## src/hw/rtl/ostt_pkg.sv

```systemverilog
// Package for the one-shot timer table.
// Holds the command and response payload types and the operation codes.
// No dependencies.
package ostt_pkg;

  localparam int TimeW    = 48;
  localparam int DelayW   = 40;
  localparam int ElapsedW = 32;
  localparam int SlotW    = 4;

  typedef enum logic [1:0] {
    OP_SCHEDULE = 2'd0,
    OP_CANCEL   = 2'd1,
    OP_POLL     = 2'd2,
    OP_NONE     = 2'd3
  } op_t;

  typedef struct packed {
    logic [1:0]          op;
    logic [SlotW-1:0]    slot;
    logic [DelayW-1:0]   delay_us;
    logic [ElapsedW-1:0] elapsed_us;
  } cmd_t;

  typedef struct packed {
    logic             fired;
    logic [SlotW-1:0] fired_slot;
    logic             none_active;
    logic [TimeW-1:0] wait_us;
  } rsp_t;

  typedef enum logic [3:0] {
    S_IDLE  = 4'b0001,
    S_SCAN  = 4'b0010,
    S_DRAIN = 4'b0100,
    S_FIN   = 4'b1000
  } state_t;

endpackage

```

## src/hw/rtl/one_shot_timer_table.sv

```systemverilog
// One-shot timer table: microsecond clock, slot deadlines in a synchronous
// memory, armed flags in flip-flops, earliest-deadline scan on each poll.
// Depends on ostt_pkg.
//
//  channel | direction | handshake               | payload
//  cmd     | in        | cmd_valid / cmd_ready   | cmd_t (op, slot, delay_us, elapsed_us)
//  rsp     | out       | rsp_valid / rsp_ready   | rsp_t (fired, fired_slot, none_active,
//          |           |                         |        wait_us)
//
// Schedule and cancel do not leave the idle state; the deadline is written to memory
// in the transfer cycle. A poll advances the clock in its transfer cycle, reads
// one deadline per slot in the scan state, drains the read latency in the drain
// state, and decides and loads the response register in the final state.
// Reset is synchronous and clears the clock, the armed flags and the control;
// the deadline memory is not cleared. A new command is taken while a response
// waits; a poll that finishes while the response register is full holds in
// its final state until the response is taken.
module one_shot_timer_table
  import ostt_pkg::*;
#(
  parameter int TIMER_SLOTS = 16
) (
  input  logic clk,
  input  logic rst,
  input  logic cmd_valid,
  output logic cmd_ready,
  input  cmd_t cmd,
  output logic rsp_valid,
  input  logic rsp_ready,
  output rsp_t rsp
);

  localparam int IdxW = (TIMER_SLOTS > 1) ? $clog2(TIMER_SLOTS) : 1;
  localparam logic [IdxW-1:0] LastIdx = IdxW'(TIMER_SLOTS - 1);

  state_t state;
  state_t state_next;

  logic [TimeW-1:0]       now_us;
  logic [TIMER_SLOTS-1:0] armed;
  logic [TimeW-1:0]       deadline_mem [TIMER_SLOTS];

  logic [IdxW-1:0]  scan_idx;
  logic [IdxW-1:0]  rd_idx;
  logic             rd_v;
  logic             rd_armed;
  logic [TimeW-1:0] rd_data;

  logic             found;
  logic [IdxW-1:0]  best_idx;
  logic [TimeW-1:0] best_dl;

  logic              cmd_xfer;
  logic              slot_ok;
  logic [IdxW-1:0]   slot_addr;
  logic [IdxW+SlotW-1:0] slot_ext;
  logic [IdxW+SlotW-1:0] best_ext;
  logic [TimeW:0]    sched_sum;
  logic [TimeW-1:0]  sched_dl;
  logic [TimeW:0]    poll_sum;
  logic              fin_go;
  logic              fire;
  logic              take;

  // Decode the command slot
  assign cmd_ready = (state == S_IDLE);
  assign cmd_xfer  = cmd_valid && cmd_ready;
  assign slot_ext  = {{IdxW{1'b0}}, cmd.slot};
  assign slot_addr = slot_ext[IdxW-1:0];
  assign slot_ok   = ({{IdxW{1'b0}}, cmd.slot} < (IdxW + SlotW)'(TIMER_SLOTS));

  // Saturating sums for the new deadline and the advanced clock
  assign sched_sum = {1'b0, now_us} + (TimeW + 1)'(cmd.delay_us);
  assign sched_dl  = sched_sum[TimeW] ? {TimeW{1'b1}} : sched_sum[TimeW-1:0];
  assign poll_sum  = {1'b0, now_us} + (TimeW + 1)'(cmd.elapsed_us);

  // Final decision of a poll
  assign take   = rsp_valid && rsp_ready;
  assign fin_go = (state == S_FIN) && (!rsp_valid || take);
  assign fire   = found && (best_dl <= now_us);
  assign best_ext = {{SlotW{1'b0}}, best_idx};

  // Sequence the poll
  always_comb begin
    state_next = state;
    case (state)
      S_IDLE: begin
        if (cmd_xfer && cmd.op == OP_POLL) state_next = S_SCAN;
      end
      S_SCAN: begin
        if (scan_idx == LastIdx) state_next = S_DRAIN;
      end
      S_DRAIN: state_next = S_FIN;
      S_FIN: begin
        if (fin_go) state_next = S_IDLE;
      end
      default: state_next = S_IDLE;
    endcase
  end

  always_ff @(posedge clk) begin
    if (rst) begin
      state <= S_IDLE;
    end else begin
      state <= state_next;
    end
  end

  // Deadline memory: written by schedule, read once a cycle by the scan
  always_ff @(posedge clk) begin
    if (cmd_xfer && cmd.op == OP_SCHEDULE && slot_ok) begin
      deadline_mem[slot_addr] <= sched_dl;
    end
    rd_data <= deadline_mem[scan_idx];
  end

  // Advance the scan address and tag the read in flight
  always_ff @(posedge clk) begin
    if (rst) begin
      scan_idx <= '0;
      rd_v     <= 1'b0;
    end else begin
      rd_v <= (state == S_SCAN);
      if (state == S_SCAN) begin
        scan_idx <= (scan_idx == LastIdx) ? '0 : scan_idx + IdxW'(1);
      end else begin
        scan_idx <= '0;
      end
    end
  end

  always_ff @(posedge clk) begin
    rd_idx   <= scan_idx;
    rd_armed <= armed[scan_idx];
  end

  // Keep the earliest armed deadline; strict compare keeps the lowest slot
  always_ff @(posedge clk) begin
    if (rst) begin
      found <= 1'b0;
    end else if (cmd_xfer) begin
      found <= 1'b0;
    end else if (rd_v && rd_armed && (!found || rd_data < best_dl)) begin
      found <= 1'b1;
    end
  end

  always_ff @(posedge clk) begin
    if (rd_v && rd_armed && (!found || rd_data < best_dl)) begin
      best_idx <= rd_idx;
      best_dl  <= rd_data;
    end
  end

  // Clock: advance on poll, saturating
  always_ff @(posedge clk) begin
    if (rst) begin
      now_us <= '0;
    end else if (cmd_xfer && cmd.op == OP_POLL) begin
      now_us <= poll_sum[TimeW] ? {TimeW{1'b1}} : poll_sum[TimeW-1:0];
    end
  end

  // Armed flags: set by schedule, drop on cancel or on firing
  always_ff @(posedge clk) begin
    if (rst) begin
      armed <= '0;
    end else begin
      if (cmd_xfer && slot_ok && cmd.op == OP_SCHEDULE) armed[slot_addr] <= 1'b1;
      if (cmd_xfer && slot_ok && cmd.op == OP_CANCEL)   armed[slot_addr] <= 1'b0;
      if (fin_go && fire) armed[best_idx] <= 1'b0;
    end
  end

  // Response register
  always_ff @(posedge clk) begin
    if (rst) begin
      rsp_valid <= 1'b0;
    end else if (fin_go) begin
      rsp_valid <= 1'b1;
    end else if (take) begin
      rsp_valid <= 1'b0;
    end
  end

  always_ff @(posedge clk) begin
    if (fin_go) begin
      rsp.fired       <= fire;
      rsp.fired_slot  <= fire ? best_ext[SlotW-1:0] : '0;
      rsp.none_active <= !found;
      rsp.wait_us     <= (found && !fire) ? (best_dl - now_us) : '0;
    end
  end

  // Checks
  a_rsp_exclusive: assert property (@(posedge clk) disable iff (rst)
    rsp_valid |-> !(rsp.fired && rsp.none_active))
    else $error("response both fired and none_active");

  a_fired_no_wait: assert property (@(posedge clk) disable iff (rst)
    (rsp_valid && (rsp.fired || rsp.none_active)) |-> (rsp.wait_us == '0))
    else $error("wait reported with fired or empty table");

  a_fire_disarms: assert property (@(posedge clk) disable iff (rst)
    (fin_go && fire) |=> !armed[$past(best_idx)])
    else $error("fired slot still armed");

  a_clock_monotonic: assert property (@(posedge clk) disable iff (rst)
    !$past(rst) |-> (now_us >= $past(now_us)))
    else $error("clock went backwards");

  a_read_in_scan: assert property (@(posedge clk) disable iff (rst)
    rd_v |-> (state == S_SCAN || state == S_DRAIN))
    else $error("scan read outside poll");

endmodule
```

## config.mk

```make
export PLATFORM = sky130hd
export DESIGN_NAME = one_shot_timer_table
export DESIGN_NICKNAME = d
export VERILOG_FILES = /design/src/hw/rtl/ostt_pkg.sv /design/src/hw/rtl/one_shot_timer_table.sv
export SDC_FILE = /design/constraint.sdc
export NUM_CORES = 1
export LEC_CHECK = 0
export BUFFER_PORTS_ARGS = -buffer_cell sky130_fd_sc_hd__buf_2
export CAP_MARGIN = 20
export CORE_MARGIN = 2
export CORE_UTILIZATION = 48
export CTS_CLUSTER_SIZE = 40
export DETAILED_ROUTE_END_ITERATION = 12
export MAX_ROUTING_LAYER = met4
export PLACE_DENSITY = 0.62
export SLEW_MARGIN = 20
export SYNTH_ARGS = -nofsm -noshare
export SYNTH_HDL_FRONTEND = slang
export SYNTH_SLANG_ARGS = --single-unit
```

## constraint.sdc

```tcl
create_clock -name clk -period 9.04 [get_ports clk]
set_input_delay 0.452 -clock clk [delete_from_list [all_inputs] [get_ports clk]]
set_output_delay 0.452 -clock clk [all_outputs]
set_load 0.02 [all_outputs]
```

---- Yosys cells after proc, flatten, opt, wreduce, memory -nomap -nowiden ----
Memory sizes are Yosys's and may differ from the RTL's. A register that Yosys moved wholly into a read port is not among the register bits.
Index checks and enable logic that the tools add are counted.
word-level totals
  output and inout bits ................... 56
  register bits ........................... 186
  word-level logic and storage cells ...... 87
  memory bits (read-only) ................. 0
  memories ................................ 1
  bits of input ports ..................... 82
  latch bits .............................. 0
  memory bits (writable) .................. 768
memory list
  memory        words  bits a word  read ports  clocked after Yosys merged registers in  write ports  RTL line                    RTL
  deadline_mem  16     48           1           1                                        1            one_shot_timer_table.sv:41  logic [TimeW-1:0] deadline_mem [TIMER_SLOTS];
cells by class
  add/sub/neg operators ................... 4
  $lt $le $gt $ge ......................... 7
  bitwise gates (word level) .............. 6
  divide/modulo/power cells ............... 0
  reductions and logical operators ........ 23
  equality and inequality tests ........... 10
  shift-type cells ........................ 0
  multiplexer cells ....................... 21
  multipliers ............................. 0
operators with widths
  operator               count
  $mux W48               2
  $mux W16               5
  $add A48 B32 Y49       1
  $add A48 B40 Y49       1
  $le A48 B48 Y1         1
  $lt A48 B48 Y1         1
  $sub A48 B48 Y48       1
  $and A16 B16 Y16       2
  $not A16 Y16           2
  $or A16 B16 Y16        1
  $pmux W4 S4            1
  $lt A4 B5 Y1 const B   3
  $logic_and A1 B1 Y1    13
  $mux W4                3
  $demux W1 S4           2
  $eq A4 B4 Y1 const B   2
  $ge A4 B1 Y1 const B   2
  $mux W1                7
  $add A4 B1 Y4 const B  1
  $bmux W1 S4            1
  $eq A4 B1 Y1 const B   1
  $eq A4 B2 Y1 const B   1
  $eq A4 B3 Y1 const B   1
  $ne A2 B2 Y1 const B   2
  other kinds (11)       14

---- Depth between registers and ports, before layout ----
Gate-level depths: netlist of the first run.
  depth in word-level cells ............... 12
  depth in mapped cells ................... 14
  mapped depth without buffers ............ 12

---- Least setup slack after synthesis of the first run ----
No wires, ideal clock.
  path kind ............................... register -> register
  start ................................... register state[2]
  end ..................................... register armed[8]
  stages on the path, launching flop included .. 9
  arrival time ............................ 5.602 ns
  setup time .............................. 0.086 ns
  required time ........................... 8.954 ns
  slack ................................... 3.352 ns
  buffers on the path ..................... 1
  period minus slack after synthesis ...... 5.688 ns
  path through ............................ dfxtp_1 -> clkbuf_1 -> nor4b_2 -> nand2_1 -> nor3_1 -> nand3b_1 -> nor3_1 -> o21ai_0 -> a31oi_1
on the way
  word-level cells in the longest chain between the ends .. 10
  elaborated cells between the ends (all ways) .. 14
  those cells by class .................... eq/ne (2); mux (5); bitwise (2); reduce/logical (5)
ends and longest elaborated chain
  what                           RTL line                     RTL
  start, declared                one_shot_timer_table.sv:36   state_t state;
  start signal, assigned         one_shot_timer_table.sv:105  state <= state_next;
  $eq A4 B1 Y1 *                 one_shot_timer_table.sv:66   assign cmd_ready = (state == S_IDLE);
  net cmd_ready                  one_shot_timer_table.sv:26   output logic cmd_ready,
  $logic_and A1 B1 Y1 *          one_shot_timer_table.sv:67   assign cmd_xfer = cmd_valid && cmd_ready;
  $logic_and A1 B1 Y1            one_shot_timer_table.sv:169  if (cmd_xfer && slot_ok && cmd.op == OP_SCHEDULE) armed[slot_addr] <= 1'b1;
  $mux W16                       one_shot_timer_table.sv:169
  $mux W16                       one_shot_timer_table.sv:166  if (rst) begin
  $and A16 B16 Y16 (no line)     --
  $mux W16 *                     one_shot_timer_table.sv:170  if (cmd_xfer && slot_ok && cmd.op == OP_CANCEL) armed[slot_addr] <= 1'b0;
  $mux W16 *                     one_shot_timer_table.sv:166
  $and A16 B16 Y16 (no line)     --
  $mux W16 *                     one_shot_timer_table.sv:171  if (fin_go && fire) armed[best_idx] <= 1'b0;
  end signal, assigned           one_shot_timer_table.sv:167  armed <= '0;
  end signal, assigned by index  one_shot_timer_table.sv:170
  end signal, assigned by index  one_shot_timer_table.sv:171
  end, declared                  one_shot_timer_table.sv:40   logic [TIMER_SLOTS-1:0] armed;
The timed path passes the listed nets; every way through them passes the cells marked *. The select of a mux whose other input is x is not followed.
A chain may end at the register's enable or synchronous reset.

---- Worst setup path in the final report of the first run ----
  start ................................... register now_us[0]
  end ..................................... memory deadline_mem[11][15], data pin
on the way
  word-level cells in the longest chain between the ends .. 2
ends and longest elaborated chain
  what                    RTL line                     RTL
  start, declared         one_shot_timer_table.sv:39   logic [TimeW-1:0] now_us;
  start signal, assigned  one_shot_timer_table.sv:160  now_us <= poll_sum[TimeW] ? {TimeW{1'b1}} : poll_sum[TimeW-1:0];
  $add A48 B40 Y49        one_shot_timer_table.sv:73   assign sched_sum = {1'b0, now_us} + (TimeW + 1)'(cmd.delay_us);
  $mux W48                one_shot_timer_table.sv:74   assign sched_dl = sched_sum[TimeW] ? {TimeW{1'b1}} : sched_sum[TimeW-1:0];
  net sched_dl[15]        one_shot_timer_table.sv:59   logic [TimeW-1:0] sched_dl;
  end, declared           one_shot_timer_table.sv:41
The timed path passes the listed nets, and every way through them passes these cells.

==> results of run 1 <==
-- how the worst max path moves through the flow --
stage                                 startpoint                        endpoint  slack, ps  cells after the start
after global routing      now_us[0]$_SDFFE_PP0P_  deadline_mem[12][15]$_DFFE_PP_       4240                     12
after detailed placement                 cmd[32]  deadline_mem[10][45]$_DFFE_PP_       4230                     13
after global placement                   cmd[32]   deadline_mem[8][43]$_DFFE_PP_       4410                     13
after floorplan            state[2]$_SDFFE_PP0P_             armed[8]$_SDFF_PP0_       3350                      8
after CTS                 now_us[0]$_SDFFE_PP0P_   deadline_mem[2][45]$_DFFE_PP_       4380                     12
final                     now_us[0]$_SDFFE_PP0P_  deadline_mem[11][15]$_DFFE_PP_       4540                     12
-- kinds of logic (layout without fill, tap and decap cells) --
family / after synthesis / in the layout / share of synthesized area
fa+ha+maj: 171 / 171 / 0.04817
compound gates: 571 / 571 / 0.08427
mux: 255 / 255 / 0.1253
other cells: 0 / 1 / 0
xor+xnor: 101 / 101 / 0.01971
buf+inv: 247 / 493 / 0.02244
flops: 1002 / 1002 / 0.6418
simple gates: 546 / 546 / 0.05826
-- timing repair --
item	4_1_cts	5_1_grt
endpoints found under the hold margin	1	0
setup endpoints to repair	0	0
hold buffers	1	0
-- tightest hold or removal path: stages --
cell and delay [ps]:
buf_2 80, ha_1 110, nand2_1 40, a31oi_1 160
-- layer usage --
| layer | up-vias | wire (µm) | GRT usage |
|---|---|---|---|
| met3 | 189 | 8846 | 0.03730 |
| met5 | - | 0 | - |
| met2 | 1067 | 55660 | 0.3929 |
| li1 | 11790 | - | - |
| met4 | 0 | 3408 | 0.08134 |
| met1 | 13680 | 49610 | 0.3511 |
-- metrics by stage --
stage                     instance area, µm²  hold WS (ps)  worst slack, ps    util
after CTS                              50400         180.5             4383  0.5417
after global routing                   50420         247.4             4239  0.5419
final                                  50420         213.8             4539  0.5419
after detailed placement               47040         401.0             4234  0.5055
after floorplan                        44880         329.0             3352       -
after global placement                 47040         386.1             4413  0.5055
-- layout make-up --
type                    instances  area [µm²]
well taps                    1254        1569
fillers                      7403       42630
multi-input cells            1644       15220
flip-flops and latches       1002       28820
inverters                     126       473.0
repair buffers                175       985.9
clock buffers                 129        2746
diodes                          1       2.502
clock inverters                63       608.1
-- state kept, by name, summed over array words and instances, names as in the netlist --
register,cells
deadline_mem,768
rsp,54
best_dl,48
now_us,48
rd_data,48
armed,16
best_idx,4
rd_idx,4
scan_idx,4
state,4
found,1
rd_armed,1
rd_v,1
rsp_valid,1
-- synth_stat cells (all sizes together), types with 5 or more instances --
master	n
or3	10
a211oi	17
o21a	20
o21bai	16
a2111oi	5
edfxtp	874
a21o	69
mux4	245
and3	12
a211o	5
nor2	160
xor2	47
o211ai	15
nor3b	5
o31ai	10
and2	14
a21oi	174
nor2b	29
o21ai	109
nand2	151
buf	38
nand2b	20
nor4	9
a31oi	43
ha	168
xnor2	54
a21boi	6
nand4	37
nor3	43
mux2	6
a221oi	33
a311oi	7
dfxtp	128
inv	126
clkbuf	83
o41a	5
nand3	40
-- cells in the final DEF (no fill, tap or decap), types with 47 or more instances in the layout --
cell type	Yosys	routed
inv_1	125	125
buf_2	17	137
nor2_1	159	147
clkbuf_16	0	104
mux4_2	245	245
a21oi_1	172	171
xnor2_1	54	54
xor2_1	47	47
nand2_1	151	151
a21o_1	69	69
o21ai_0	99	99
ha_1	168	168
edfxtp_1	874	874
dfxtp_1	128	124
-- power groups by stage --
stage | Combinational [mW] | Clock [mW] | Sequential, mW
final | 0.587 | 4.19 | 5.15
after floorplan | 0.375 | 0 | 5.24
after global routing | 0.638 | 4.44 | 5.15
after CTS | 0.576 | 4.25 | 5.15
after global placement | 0.551 | 0 | 5.24
after detailed placement | 0.572 | 0 | 5.25
==> key figures, run 1 <==
Power and ir drop
  – Leakage power figure: 17.09 nW
  – Comb pwr share: 0.059
  – Pwr/cell area: a little under 200 nW/µm²
  – Worst VDD drop: 144.7 µV
  – Flop pwr share: 0.519
  – Clock power frac: 0.422
  – Cell Int Power: 7.720 mW
  – Switching Power: 2.202 mW
  – Tot Pwr: approximately 10 mW
  – Switching share of total power: 0.2220

Critical path
  – R2R cell count: 12
  – Worst-path maximum fanout: 38
  – Largest stage delay, worst path: 570 ps
  – WS Path Type: register to register
  – Max stage delay cell, worst path: nand3_1
  – Crit start category: register
  – FF-to-FF End: deadline_mem[11][15]$_DFFE_PP_
  – CP endpoint kind: register
  – Cell family with the largest share of critical-path delay: compound AO/OA/AOI/OAI gates
  – Crit path buffers/inverters: 1
  – CP Cell Sequence: ha_1 -> fa_1 -> a211oi_1 -> o21ai_0 -> o211ai_1 -> a211oi_2 -> o2111ai_2 -> a22oi_2 -> o21bai_4 -> a21o_1 -> buf_4 -> nand3_1
  – R2R setup slack: 4540 ps
  – Worst EP arrival: 4750 ps
  – RR Startpoint: now_us[0]$_SDFFE_PP0P_
  – WP data required: about 9300 ps

CTS
  – Insertion delay to the later sink of the worst-skew pair: between 600 and 700 ps
  – H-tree levels: 3
  – CTS tree: yes
  – Cts bufs inserted: roughly 100
  – Root buffer cell: clkbuf_16
  – Worst-path clk slew: approximately 60 ps
  – Setup Fix Bufs, Post-CTS: 0
  – Clk sink count: roughly 1,000
  – Post_cts resized: 0
  – Clk buf depth: 3

Synth
  – Number of synthesized register bits: approximately 1,000
  – Register area share after synthesis: 0.6418
  – Synth top area share: 0.5847
  – Cell count after synthesis: 2,893
  – Top post-synthesis cells by area: edfxtp_1 58%, mux4_2 12%, dfxtp_1 5.7%
  – Most used flip-flop cell after synthesis: edfxtp_1
  – Yosys top cell by area: edfxtp_1
  – Ys async rst share: 0
  – Cell area after synthesis: 44,880 µm²
  – YS warnings: 0
  – EDFF count, synth: 874
  – Syn nets: about 3,100
  – Mean post-synth cell area: around 16 µm²
  – Distinct cells, synth: between 90 and 100

Placement
  – GPL Wtd Cong: 0.9457
  – Placed Instances: 4,200
  – Post-detail-place hpwl: 76.28 mm
  – Count of input and output buffers: 137

STA
  – Final Skew: 22.18 ps
  – Unrepaired setup endpoints after global routing: no
  – Slew HR: 0.3004
  – Max-slew violation count: 0
  – Fmax: 0.2222 GHz
  – Final setup viols: 0
  – Tightest Pin Transition: roughly 1000 ps
  – Final Hold Vio Count: 0
  – Setup_tns: 0 ps
  – Final min period: around 4500 ps
  – Fin crit share: 0.4979

Drt
  – Vias: 26,730
  – Drt wl/cell: 26.75 µm
  – Final ANT Viol Nets: 0
  – DRT Wirelength: between 100 and 150 mm
  – Vias per std cell: 6.084
  – First-pass iteration count of the detailed router: 6
  – DRT iter0 DRCs: 2,729
  – DRC Markers: 0

GRT
  – Vias in the first global route: roughly 26,000
  – Remaining global-route overflow: 0
  – Global-route wire length before repair: 172.8 mm
  – Total GRT Usage: 0.2545
  – Largest net degree at the start of global routing: 90
  – Initial antenna violation count: 5

Hold path
  – Hold path startpoint: cmd[0]
  – WHS Endpoint: now_us[0]$_SDFFE_PP0P_
  – Hold Path Stages: 4
  – Worst hold path type: input port to register

Status
  – Status: finished, final reports clean

Die
  – DIE AREA: between 90,000 and 100,000 µm²
  – FP Rows: 112
  – DIE WIDTH: around 310 µm
  – Ports: 138
  – Core Region: 93,050 µm²
  – Initial Util: 0.4824
  – Die height: 309.8 µm

Flow run
  – Max-Cap Viols: 0

Finish
  – Nets: 3,304
  – Area delta synth->final: 12.34%
  – Share of layout cells above drive strength 1: 0.2001
  – Fin cells: between 4,000 and 5,000
(Power assumes the default switching activity.)
==> inputs of run 2 (changes only) <==
--- a/config.mk
+++ b/config.mk
@@ -12,7 +12,7 @@
 export CTS_CLUSTER_SIZE = 40
 export DETAILED_ROUTE_END_ITERATION = 12
 export MAX_ROUTING_LAYER = met4
-export PLACE_DENSITY = 0.62
+export PLACE_DENSITY = 0.65
 export SLEW_MARGIN = 20
 export SYNTH_ARGS = -nofsm -noshare
 export SYNTH_HDL_FRONTEND = slang
==> constraint.sdc (replaced) <==
create_clock -name clk -period 4.1 [get_ports clk]
set_input_delay 0.205 -clock clk [delete_from_list [all_inputs] [get_ports clk]]
set_output_delay 0.205 -clock clk [all_outputs]
set_load 0.02 [all_outputs]
==> run 2 against run 1 <==
  * Combinational power rose by 130%
  * Worst hold slack worse by 130 ps
  * Clock power is 120% higher
  * Final cell count up 0.93%
  * First-iteration DRC count is 16% higher
  * Final area up 1.4%
  * Via count is 1.8% higher
  * Utilization increased by 0.76 points
  * Global-route usage increased by 0.29 points
  * Register-to-register slack worse by 4500 ps
  * Die area unchanged
==> key figures, run 2 (same netlist as run 1, synthesis figures left out) <==
Drt
  – Drt wl/cell: 27.03 µm (+1.0%)
  – DRC Markers: 0 (unchanged)
  – First-pass iteration count of the detailed router: 5 (-1)
  – DRT Wirelength: 119.9 mm (+2.0%)
  – Vias per std cell: 6.135 (+0.84%)
  – Vias: 27,210 (+1.8%)
  – Final ANT Viol Nets: 0 (unchanged)
  – DRT iter0 DRCs: 3,162 (+16%)

STA
  – Fmax: 0.2491 GHz (+12%)
  – Fin crit share: 0.9793 (+0.4814)
  – Max-slew violation count: 0 (unchanged)
  – Unrepaired setup endpoints after global routing: yes
  – Worst hold slack: 79.55 ps (-134.2 ps)
  – Tightest Pin Transition: 1026 ps (-23.49 ps)
  – Final setup viols: 0 (unchanged)
  – Final min period: 4015 ps (-485.7 ps)
  – Slew HR: 0.3161 (+0.01566)
  – Final Hold Vio Count: 0 (unchanged)
  – Final setup margin: 85.03 ps (-4454 ps)
  – Final Skew: 30.68 ps (+8.501 ps)

Power and ir drop
  – Pwr/cell area: 425.7 nW/µm² (+120%)
  – Clock power frac: 0.418 (-0.004)
  – Switching Power: 4.927 mW (+120%)
  – Flop pwr share: 0.521 (+0.002)
  – Worst VDD drop: 335.7 µV (+130%)
  – Leakage power figure: 17.35 nW (+1.5%)
  – Cell Int Power: 16.84 mW (+120%)
  – Switching share of total power: 0.2263 (+0.004360)
  – Comb pwr share: 0.061 (+0.002)

CTS
  – Insertion delay to the later sink of the worst-skew pair: 690 ps (about the same)
  – Worst-path clk slew: 60 ps (about the same)
  – Cts bufs inserted: 99 (-2.9%)
  – Root buffer cell: clkbuf_16
  – H-tree levels: 3 (unchanged)
  – Clk buf depth: 3 (unchanged)
  – Setup Fix Bufs, Post-CTS: 0 (unchanged)
  – CTS tree: yes
  – Clk sink count: 1,002 (unchanged)

Die
  – Ports: 138 (unchanged)
  – Initial Util: 0.4824 (unchanged)
  – Core Region: 93,050 µm² (unchanged)
  – DIE WIDTH: 309.8 µm (unchanged)
  – Die height: 309.8 µm (unchanged)
  – DIE AREA: 95,970 µm² (unchanged)
  – FP Rows: 112 (unchanged)

GRT
  – Vias in the first global route: 27,080 (+2.2%)
  – Initial antenna violation count: 5 (unchanged)
  – Grt met3 use: 0.03860 (+0.001298)
  – Total GRT Usage: 0.2574 (+0.002862)
  – Remaining global-route overflow: 0 (unchanged)
  – Met1 usage: 0.3447 (-0.006411)
  – Met2 usage: 0.4093 (+0.01644)
  – Global-route wire length before repair: 175.2 mm (+1.4%)
  – Top Usage Layer GRT: met2
  – Largest net degree at the start of global routing: 59 (-34%)

Finish
  – Area delta synth->final: 13.92%
  – Commonest cells after routing, fill and taps aside: 874 x edfxtp_1, 245 x mux4_2, 171 x a21oi_1
  – Fill count: 7,336 (-0.91%)
  – Largest Register: deadline_mem
  – Share of layout cells above drive strength 1: 0.2132 (+0.01314)
  – Nets: 3,347 (+1.3%)
  – Max FFs per register: 768 (unchanged)
  – Biggest registers after layout: deadline_mem: 768 flops, rsp: 54 flops
  – Most common cell after layout, fill and taps aside: edfxtp_1

Critical path
  – Crit start category: register
  – Largest stage delay, worst path: 450 ps (-120 ps)
  – Crit path buffers/inverters: 1 (unchanged)
  – CP Cell Sequence: ha_1 -> fa_1 -> a211oi_1 -> o21ai_0 -> o211ai_1 -> a211oi_4 -> o2111ai_2 -> a22oi_2 -> o21bai_4 -> a21o_1 -> buf_12 -> nand2_1
  – R2R setup slack: 90 ps (-4450 ps)
  – RR Startpoint: now_us[0]$_SDFFE_PP0P_
  – CP endpoint kind: register
  – Max stage delay cell, worst path: fa_1
  – Cell family with the largest share of critical-path delay: compound AO/OA/AOI/OAI gates
  – FF-to-FF End: deadline_mem[1][29]$_DFFE_PP_
  – Worst-path maximum fanout: 34 (-11%)
  – WS Path Type: register to register
  – R2R cell count: 12 (unchanged)
  – Worst EP arrival: 4300 ps (-450 ps)
  – WP data required: 4390 ps (-4890 ps)

Placement
  – GPL Wtd Cong: 0.9409 (-0.51%)
  – Worst slack at placement: -134.9 ps (-4369 ps)
  – Post-detail-place hpwl: 80.33 mm (+5.3%)
  – Count of input and output buffers: 137 (unchanged)

Hold path
  – Hold path startpoint: cmd[1]
  – Worst hold path type: input port to register
  – Hold Path Stages: 4 (unchanged)
  – WHS Endpoint: now_us[1]$_SDFFE_PP0P_

Status
  – Status: finished, final reports clean

Flow run
  – Max-Cap Viols: 0 (unchanged)
run 2: changes by cell type in the layout (fill, tap and decap cells not counted), moves of 5 or more:
cell	before	now
buf_12	1	32
buf_4	36	49
clkinv_2	21	16
clkinvlp_4	3	13
run 2: metrics by stage:
stage / cells / TNS [ps] / util / total power [mW] / instance area (µm²)
3_3_place_gp: 4244 / -57.54 / 0.5135 / 12.81 / 47780
6_report: 4435 / 0 / 0.5495 / 21.77 / 51130
4_1_cts: 4434 / 0 / 0.5492 / 21.89 / 51100
3_5_place_dp: 4244 / -2397 / 0.5135 / 12.86 / 47780
2_1_floorplan: 2893 / -137290 / - / 12.37 / 44910
5_1_grt: 4435 / -31540 / 0.5495 / 22.39 / 51130
run 2: layout make-up:
cell class	count	area, µm²	area share
sequential	1002	28820	0.5637
multi-input combinational	1644	15270	0.2986
clock buffer	122	2645	0.05173
timing repair buffer	221	1724	0.03372
tap	1254	1569	0.03069
clock inverter	65	629.4	0.01231
inverter	126	473.0	0.009250
antenna	1	2.502	0.00004894
run 2: power by group through the flow:
| stage | logic (mW) | registers, mW | clock network, mW |
|---|---|---|---|
| 6_report | 1.33 | 11.3 | 9.09 |
| 5_1_grt | 1.44 | 11.3 | 9.60 |
| 4_1_cts | 1.30 | 11.3 | 9.24 |
| 3_5_place_dp | 1.29 | 11.6 | 0 |
| 3_3_place_gp | 1.25 | 11.6 | 0 |
| 2_1_floorplan | 0.828 | 11.5 | 0 |
run 2: routing by layer:
layer	share of wire	routed length, µm	vias up
li1	-	-	11870
met3	0.082	9881	210
met1	0.41	48710	13870
met2	0.48	57830	1252
met5	0	0	-
met4	0.029	3438	0
run 2: what timing repair did:
item	in CTS	in global routing
hold endpoints to repair	4	0
hold buffers	3	0
cloned	0	0
setup endpoints to repair	56	629
gates resized for setup	3	7
run 2: worst max path at each step:
stage	startpoint	end	cells past startpoint
2_1_floorplan	state[2]$_SDFFE_PP0P_	armed[11]$_SDFF_PP0_	8
3_3_place_gp	best_dl[9]$_DFFE_PP_	best_dl[8]$_DFFE_PP_	12
3_5_place_dp	now_us[0]$_SDFFE_PP0P_	deadline_mem[9][43]$_DFFE_PP_	11
4_1_cts	now_us[0]$_SDFFE_PP0P_	deadline_mem[3][13]$_DFFE_PP_	12
5_1_grt	now_us[0]$_SDFFE_PP0P_	deadline_mem[14][8]$_DFFE_PP_	12
6_report	now_us[0]$_SDFFE_PP0P_	deadline_mem[1][29]$_DFFE_PP_	12
run 2: worst min-delay path: cells and delay by family:
kind            cells  cell delay, ps
fa+ha+maj           1             180
buf+inv             1             140
compound gates      1             140
simple gates        1              50
